**config.mk**
```make
export PLATFORM = sky130hd
export DESIGN_NAME = rrp_front
export DESIGN_NICKNAME = d
export VERILOG_FILES = /design/src/assert_macros.svh /design/src/rrp_pkg.sv /design/src/rrp_front.sv
export SDC_FILE = /design/constraint.sdc
export NUM_CORES = 1
export LEC_CHECK = 0
export BUFFER_PORTS_ARGS = -buffer_cell sky130_fd_sc_hd__buf_2
export CAP_MARGIN = 20
export CORE_MARGIN = 2
export CORE_UTILIZATION = 45
export CTS_BUF_LIST = sky130_fd_sc_hd__clkbuf_8
export DETAILED_ROUTE_END_ITERATION = 10
export GPL_TIMING_DRIVEN = 0
export PLACE_DENSITY = 0.81
export SETUP_SLACK_MARGIN = 0.4
export SKIP_CTS_REPAIR_TIMING = 1
export SLEW_MARGIN = 10
export SYNTH_ARGS = -nofsm -noshare
export SYNTH_HDL_FRONTEND = slang
export SYNTH_SLANG_ARGS = --single-unit
```
**constraint.sdc**
```tcl
create_clock -name aclk -period 1.3 [get_ports aclk]
set_clock_uncertainty 0.1 [all_clocks]
set_input_delay 0.065 -clock aclk [delete_from_list [all_inputs] [get_ports aclk]]
set_output_delay 0.065 -clock aclk [all_outputs]
set_load 0.02 [all_outputs]
```
**src/assert_macros.svh**
```systemverilog
// Assertion macros used by rrp_back.
`ifndef ASSERT_MACROS_SVH
`define ASSERT_MACROS_SVH
`ifndef SYNTHESIS
`define RRP_ASSERT(lbl, clk, rstn, prop, msg) \
    lbl: assert property (@(posedge clk) disable iff (!rstn) prop) else $error(msg);
`define RRP_NEVER(lbl, clk, rstn, expr, msg) \
    lbl: assert property (@(posedge clk) disable iff (!rstn) !(expr)) else $error(msg);
`else
`define RRP_ASSERT(lbl, clk, rstn, prop, msg)
`define RRP_NEVER(lbl, clk, rstn, expr, msg)
`endif
`endif

```
**src/rrp_pkg.sv**
```systemverilog
// ---------------------------------------------------------------------------
// rrp_pkg
// Types and constants of the raster row PackBits packetizer.
// ---------------------------------------------------------------------------
package rrp_pkg;

    localparam int ROW_BYTES = 8192;
    localparam int ADDR_W    = $clog2(ROW_BYTES);
    localparam int CNT_W     = ADDR_W + 1;
    localparam int MAX_RUN   = 128;
    localparam int RUN_W     = $clog2(MAX_RUN) + 1;
    localparam int TOT_W     = 15;
    localparam int BODY_W    = 16;
    localparam int POS_W     = 16;
    localparam int NDIG      = 5;
    localparam int COPY_W    = 4;

    localparam logic [7:0] CH_ESC   = 8'd27;
    localparam logic [7:0] CH_T     = 8'h54;
    localparam logic [7:0] CH_STAR  = 8'h2A;
    localparam logic [7:0] CH_B     = 8'h62;
    localparam logic [7:0] CH_TWO   = 8'h32;
    localparam logic [7:0] CH_M     = 8'h6D;
    localparam logic [7:0] CH_W     = 8'h57;
    localparam logic [7:0] CH_ZERO  = 8'h30;
    localparam logic [7:0] CTL_LIT_FULL = 8'd127;
    localparam logic [7:0] CTL_RUN_FULL = 8'h81;

    typedef enum logic [1:0] {
        OP_LOAD,
        OP_LOAD_LAST,
        OP_FETCH
    } op_t;

    typedef struct packed {
        op_t        op;
        logic [7:0] data;
    } item_t;

    typedef struct packed {
        logic [7:0] out_byte;
        logic       present;
        logic       stream_last;
    } res_t;

    function automatic logic [TOT_W-1:0] dec_weight(input logic [2:0] idx);
        logic [TOT_W-1:0] w;
        case (idx)
            3'd0:    w = TOT_W'(10000);
            3'd1:    w = TOT_W'(1000);
            3'd2:    w = TOT_W'(100);
            3'd3:    w = TOT_W'(10);
            default: w = TOT_W'(1);
        endcase
        return w;
    endfunction

endpackage

```
**src/rrp_front.sv**
```systemverilog
// ---------------------------------------------------------------------------
// rrp_front
// Accepts input items, classifies them and queues them for the back end.
// ---------------------------------------------------------------------------
module rrp_front import rrp_pkg::*; (
    input  logic       aclk,
    input  logic       aresetn,
    input  logic       s_tvalid,
    output logic       s_tready,
    input  logic [7:0] s_tdata,
    input  logic       s_tuser,
    input  logic       s_tlast,
    output logic       q_valid,
    output item_t      q_item,
    input  logic       q_pop
);

    item_t       slot_reg [2];
    logic        wr_ptr_reg, wr_ptr_next;
    logic        rd_ptr_reg, rd_ptr_next;
    logic [1:0]  cnt_reg, cnt_next;
    logic        push;
    item_t       in_item;

    assign s_tready = (cnt_reg != 2'd2);
    assign push     = s_tvalid && s_tready;
    assign q_valid  = (cnt_reg != 2'd0);
    assign q_item   = slot_reg[rd_ptr_reg];

    always_comb begin
        in_item.data = s_tdata;
        if (s_tuser) begin
            in_item.op = OP_FETCH;
        end else if (s_tlast) begin
            in_item.op = OP_LOAD_LAST;
        end else begin
            in_item.op = OP_LOAD;
        end
    end

    always_comb begin
        wr_ptr_next = push ? ~wr_ptr_reg : wr_ptr_reg;
        rd_ptr_next = (q_pop && q_valid) ? ~rd_ptr_reg : rd_ptr_reg;
        cnt_next    = cnt_reg + 2'(push) - 2'(q_pop && q_valid);
    end

    always_ff @(posedge aclk) begin
        if (!aresetn) begin
            wr_ptr_reg <= 1'b0;
            rd_ptr_reg <= 1'b0;
            cnt_reg    <= 2'd0;
        end else begin
            wr_ptr_reg <= wr_ptr_next;
            rd_ptr_reg <= rd_ptr_next;
            cnt_reg    <= cnt_next;
        end
    end

    always_ff @(posedge aclk) begin
        if (push) begin
            slot_reg[wr_ptr_reg] <= in_item;
        end
    end

endmodule

```
# Yosys cells after proc, flatten, opt, wreduce, memory -nomap -nowiden
# Memories as Yosys holds them, arrays and structs flattened. A register that Yosys moved wholly into a read port is not among the register bits.
# Cells that the tools add are included.
[totals]
regBits = 4
ram_bits = 20
input_bits = 14
n_memories = 1
[classes]
addsub = 2
n_eq_ne = 1
muxes = 6
bitwise = 2
n_reduce_logical = 3
[memory_table]
columns = ["name", "words", "width", "read_ports", "rd_ports_with_merged_regs", "wr", "line", "source"]
rows = [
  ["slot_reg", 2, 10, 1, 1, 1, "rrp_front.sv:18", "item_t slot_reg [2];"],
]
[op_table]
columns = ["operator", "count"]
rows = [
  ["1-bit two-way mux", 5],
  ["2-bit by 1-bit adder with 2-bit output", 1],
  ["1-bit logical AND", 2],
  ["2-bit two-way mux", 1],
  ["2-bit != test, second input constant", 1],
  ["1-bit inverter", 2],
  ["2-bit nonzero test", 1],
  ["2-bit by 1-bit subtractor with 2-bit output", 1],
]

# Logic depth before layout (Yosys ltp)
[logic_depth]
ltp_word = 4
depth_mapped = 6
mapped_depth_nobuf = 6

# Worst setup path before layout
# OpenSTA, ideal clock, no wires.
[synth_timing]
path_type = "register to register"
from = "register cnt_reg[0]"
to = "memory slot_reg[1][0] (netlist bit) (enable)"
setup_ns = 0.343
arrival_ns = 1.060
path_slack_ns = -0.203
stages_incl_launch_ff = 3
period_less_slack_ns = 1.503
path_cell_list = "dfxtp_1 nand2b_1 and3_1"
[synth_via]
elab_chain_len = 4
[synth_rtl]
columns = ["element", "line", "source"]
rows = [
  ["start: declaration", "rrp_front.sv:21", "logic [1:0] cnt_reg, cnt_next;"],
  ["start signal: assignment", "rrp_front.sv:55", "cnt_reg <= cnt_next;"],
  ["2-bit != test", "rrp_front.sv:25", "assign s_tready = (cnt_reg != 2'd2);"],
  ["named net s_tready", "rrp_front.sv:9", "output logic s_tready,"],
  ["1-bit logical AND", "rrp_front.sv:26", "assign push = s_tvalid && s_tready;"],
  ["1-bit two-way mux", "rrp_front.sv:60", "if (push) begin"],
  ["1-bit two-way mux (not written as such)", "rrp_front.sv:61", "slot_reg[wr_ptr_reg] <= in_item;"],
  ["end: declaration", "rrp_front.sv:18", ""],
]
# The timed path passes the listed nets, and every way through them passes these cells.

# Worst setup path in the final report
[layout_timing]
from = "register cnt_reg[1]"
to = "register cnt_reg[0]"
[layout_via]
elab_chain_len = 4
word_cells_on_any_way = 6
cone_classes = "2 x add/sub; 1 x eq/ne; 3 x reduce/logical"
[layout_rtl]
columns = ["element", "line", "source"]
rows = [
  ["2-bit != test", "rrp_front.sv:25", ""],
  ["1-bit logical AND", "rrp_front.sv:26", ""],
  ["2-bit by 1-bit adder with 2-bit output", "rrp_front.sv:44", "cnt_next = cnt_reg + 2'(push) - 2'(q_pop && q_valid);"],
  ["2-bit by 1-bit subtractor with 2-bit output (*)", "rrp_front.sv:44", ""],
  ["named net cnt_next[0]", "rrp_front.sv:21", ""],
]
# The timed path passes the listed nets; every way through them passes the cells marked *.
# A chain may end at the register's enable or synchronous reset.

==> impl_metrics.tcl <==
set metrics [dict create \
    cp_data_arrival_time_ns 1.48 \
    layout_setup_ws_ns -0.117 \
    synth_xor_area_share_pct 0.889 \
    drv_slew 0 \
    numCtsBuffers 3 \
    synthSimpleGateAreaFrac_pct 9.53 \
    ant_nets 0 \
    synth_top_family_by_area "multiplexers" \
    initial_core_util_pct 48.7 \
    final_core_util_pct 75.1 \
    finalInstanceArea_mm2 0.00152 \
    cts.sinks 25 \
    port_buffers 25 \
    num_antenna_cells 0 \
    yosysSeqAreaShare_pct 71.2 \
    dp_slack_ns -0.132 \
    routed_wl_um 1920 \
    antenna_found_initial 0 \
    syn_area_um2 985 \
    fmax_mhz 706 \
    rows 16 \
    cellLeakagePower_nw 0.608 \
    r2r_start "cnt_reg[1]$_SDFF_PN0_" \
    syn_to_final_growth_pct 54.1 \
    drc 0 \
    place_hpwl_um 1140 \
    cts_tree "built" \
    synth_warnings 0 \
    synthMuxAreaShare_pct 11.4 \
    reg2reg_to "cnt_reg[0]$_SDFF_PN0_" \
    postSynthRegisterBits 25 \
    grt_max_degree 14 \
    synthAdderAreaFrac_pct 1.27 \
    wl_per_cell_um 14.6 \
    finalHoldViolCount 1 \
    vias 660 \
    ios 26 \
    pwr-share-clk_pct 17.7 \
    status "finished with violations" \
    hp-start "aresetn" \
    rsz0062_at_grt "true" \
    power.switching_uw 689 \
    worst_pin_slew_ns 0.475 \
    maxCapViolCount 0 \
    fill_cells 131 \
    hold_class "primary input to register" \
    yosysUniqueCellTypes 24 \
    viasPerCell 5.00 \
    violations "hold timing, setup timing" \
    final.period_utilization_pct 109 \
    nets 121 \
    htree_levels 1 \
    intPower_mw 1.75 \
    gp_congestion 0.751 \
    instances_no_fill 132 \
    drive_gt1_share_pct 54.3 \
    cts.reportedPaths.clkPinSlew_ns 0.08 \
    track_usage_pct 13.7 \
    overflow 0 \
    reg2reg_slack_ns -0.12 \
    synth_nets 77 \
    synth_cells 62 \
    cp_max_fo 7 \
    comb_power_share_pct 38.7 \
    regArea_um2 712 \
    first_iter_violations 18 \
    placed_cell_area_mm2 0.00120 \
    start_kind "register" \
    required_ns 1.36 \
    reg2reg_depth 5 \
    synth_compound_area_share_pct 4.45 \
    insertion_delay_ns 0.26 \
    crit_path_end_kind "register" \
    finalSetupViolCount 22 \
    swShare_pct 28.2 \
    grt_pass1_vias 571 \
    grt_pass1_wl_um 2530 \
    die_y_um 50.8 \
    cts_root_buf "clkbuf_8" \
    fin_crit_ns 1.42 \
    multiInputGateArea_um2 353 \
    power_frac_seq_pct 43.6 \
    largest_register_ffs 20 \
    final_cell_mix "edfxtp_1 (20), buf_2 (13), buf_6 (11)" \
    path_class "register to register" \
    ir_drop_mv 0.928 \
    die_x_um 50.8 \
    relSlewSlack_pct 67.9 \
    place_inst 114 \
    holdWs_ns -0.00454 \
    powerDensity_mw_per_mm2 1610 \
    total_power_mw 2.44 \
    dr.pass1.iters 4 \
    coreArea_mm2 0.00202 \
    hold_path_end "rd_ptr_reg$_SDFFE_PN0P_" \
    layout_commonest_cell "edfxtp_1" \
    hold_depth 3 \
    cts_buffer_depth 2 \
    syn_avg_cell_area_um2 15.9 \
    die_area_mm2 0.00258 \
]
==> logic make-up after synthesis <==
logic type	count (synthesis)
flops	25
simple gates	16
mux	10
compound gates	6
buf+inv	3
xor+xnor	1
fa+ha+maj	1
==> per-stage QoR <==
stage	TNS, ns	hold WS, ns
after floorplan	-0.0846	0.0639
after global placement	-0.330	0.152
after detailed placement	-0.752	0.156
after CTS	-2.01	-0.114
after global routing	-2.51	0.0189
final	-1.39	-0.00454
==> power groups by stage <==
stage / Clock (mW) / Combinational (mW) / Sequential [mW]
after floorplan: 0 / 0.497 / 1.04
after global placement: 0 / 0.636 / 1.05
after detailed placement: 0 / 0.649 / 1.06
after CTS: 0.439 / 0.653 / 1.04
after global routing: 0.468 / 1.01 / 1.08
final: 0.432 / 0.946 / 1.07
==> critical path, cell delays in order, from the launching register on <==
cell and delay (ns):
dfxtp_4 0.37, and2b_2 0.22, o21ba_4 0.20, nor2_4 0.11, ha_4 0.20, and2_4 0.12
==> how the worst max path moves through the flow <==
stage	from	depth (start not counted)	slack, ns	to
final	cnt_reg[1]$_SDFF_PN0_	5	-0.12	cnt_reg[0]$_SDFF_PN0_
after global routing	cnt_reg[1]$_SDFF_PN0_	6	-0.18	cnt_reg[1]$_SDFF_PN0_
after CTS	cnt_reg[1]$_SDFF_PN0_	6	-0.15	cnt_reg[1]$_SDFF_PN0_
after detailed placement	cnt_reg[1]$_SDFF_PN0_	6	-0.13	cnt_reg[1]$_SDFF_PN0_
after global placement	cnt_reg[1]$_SDFF_PN0_	6	-0.10	cnt_reg[1]$_SDFF_PN0_
after floorplan	cnt_reg[1]$_SDFF_PN0_	5	-0.04	cnt_reg[0]$_SDFF_PN0_
==> per-layer routing <==
| metal | track usage, % | share of wire [%] | vias to the layer above |
|---|---|---|---|
| li1 | - | - | 321 |
| met1 | 15.5 | 43 | 319 |
| met2 | 24.3 | 54 | 18 |
| met3 | 2.68 | 2.4 | 2 |
| met4 | 6.76 | 1.1 | 0 |
| met5 | 0 | 0 | - |
==> area by class of cell <==
| type | instances | share of cell area (%) |
|---|---|---|
| flip-flops and latches | 25 | 46.9 |
| multi-input cells | 34 | 23.2 |
| repair buffers | 38 | 22.2 |
| clock buffers | 3 | 2.72 |
| well taps | 27 | 2.23 |
| plain buffers | 1 | 1.32 |
| inverters | 2 | 0.660 |
| repair inverters | 1 | 0.495 |
| clock inverters | 1 | 0.247 |
==> synth_stat cells <==
cell type / instances / area share (%)
and2_1: 1 / 0.64
buf_2: 1 / 0.51
nor3_1: 1 / 0.51
nand3b_1: 1 / 0.76
nor4bb_1: 1 / 1.0
dfxtp_1: 5 / 10
o21ba_2: 1 / 1.0
and3_1: 2 / 1.3
a21oi_1: 1 / 0.51
o31a_1: 1 / 0.89
inv_1: 2 / 0.76
nor2b_1: 1 / 0.64
or2_2: 1 / 0.64
nor2_1: 4 / 1.5
mux2_2: 10 / 11
o21ai_0: 2 / 1.0
a21bo_2: 1 / 1.0
xor2_1: 1 / 0.89
and2b_1: 1 / 0.76
nor4_1: 1 / 0.64
ha_1: 1 / 1.3
nand2b_1: 1 / 0.64
edfxtp_1: 20 / 61
nand3_1: 1 / 0.51
No activity file was read; power rests on OpenSTA's default activity.
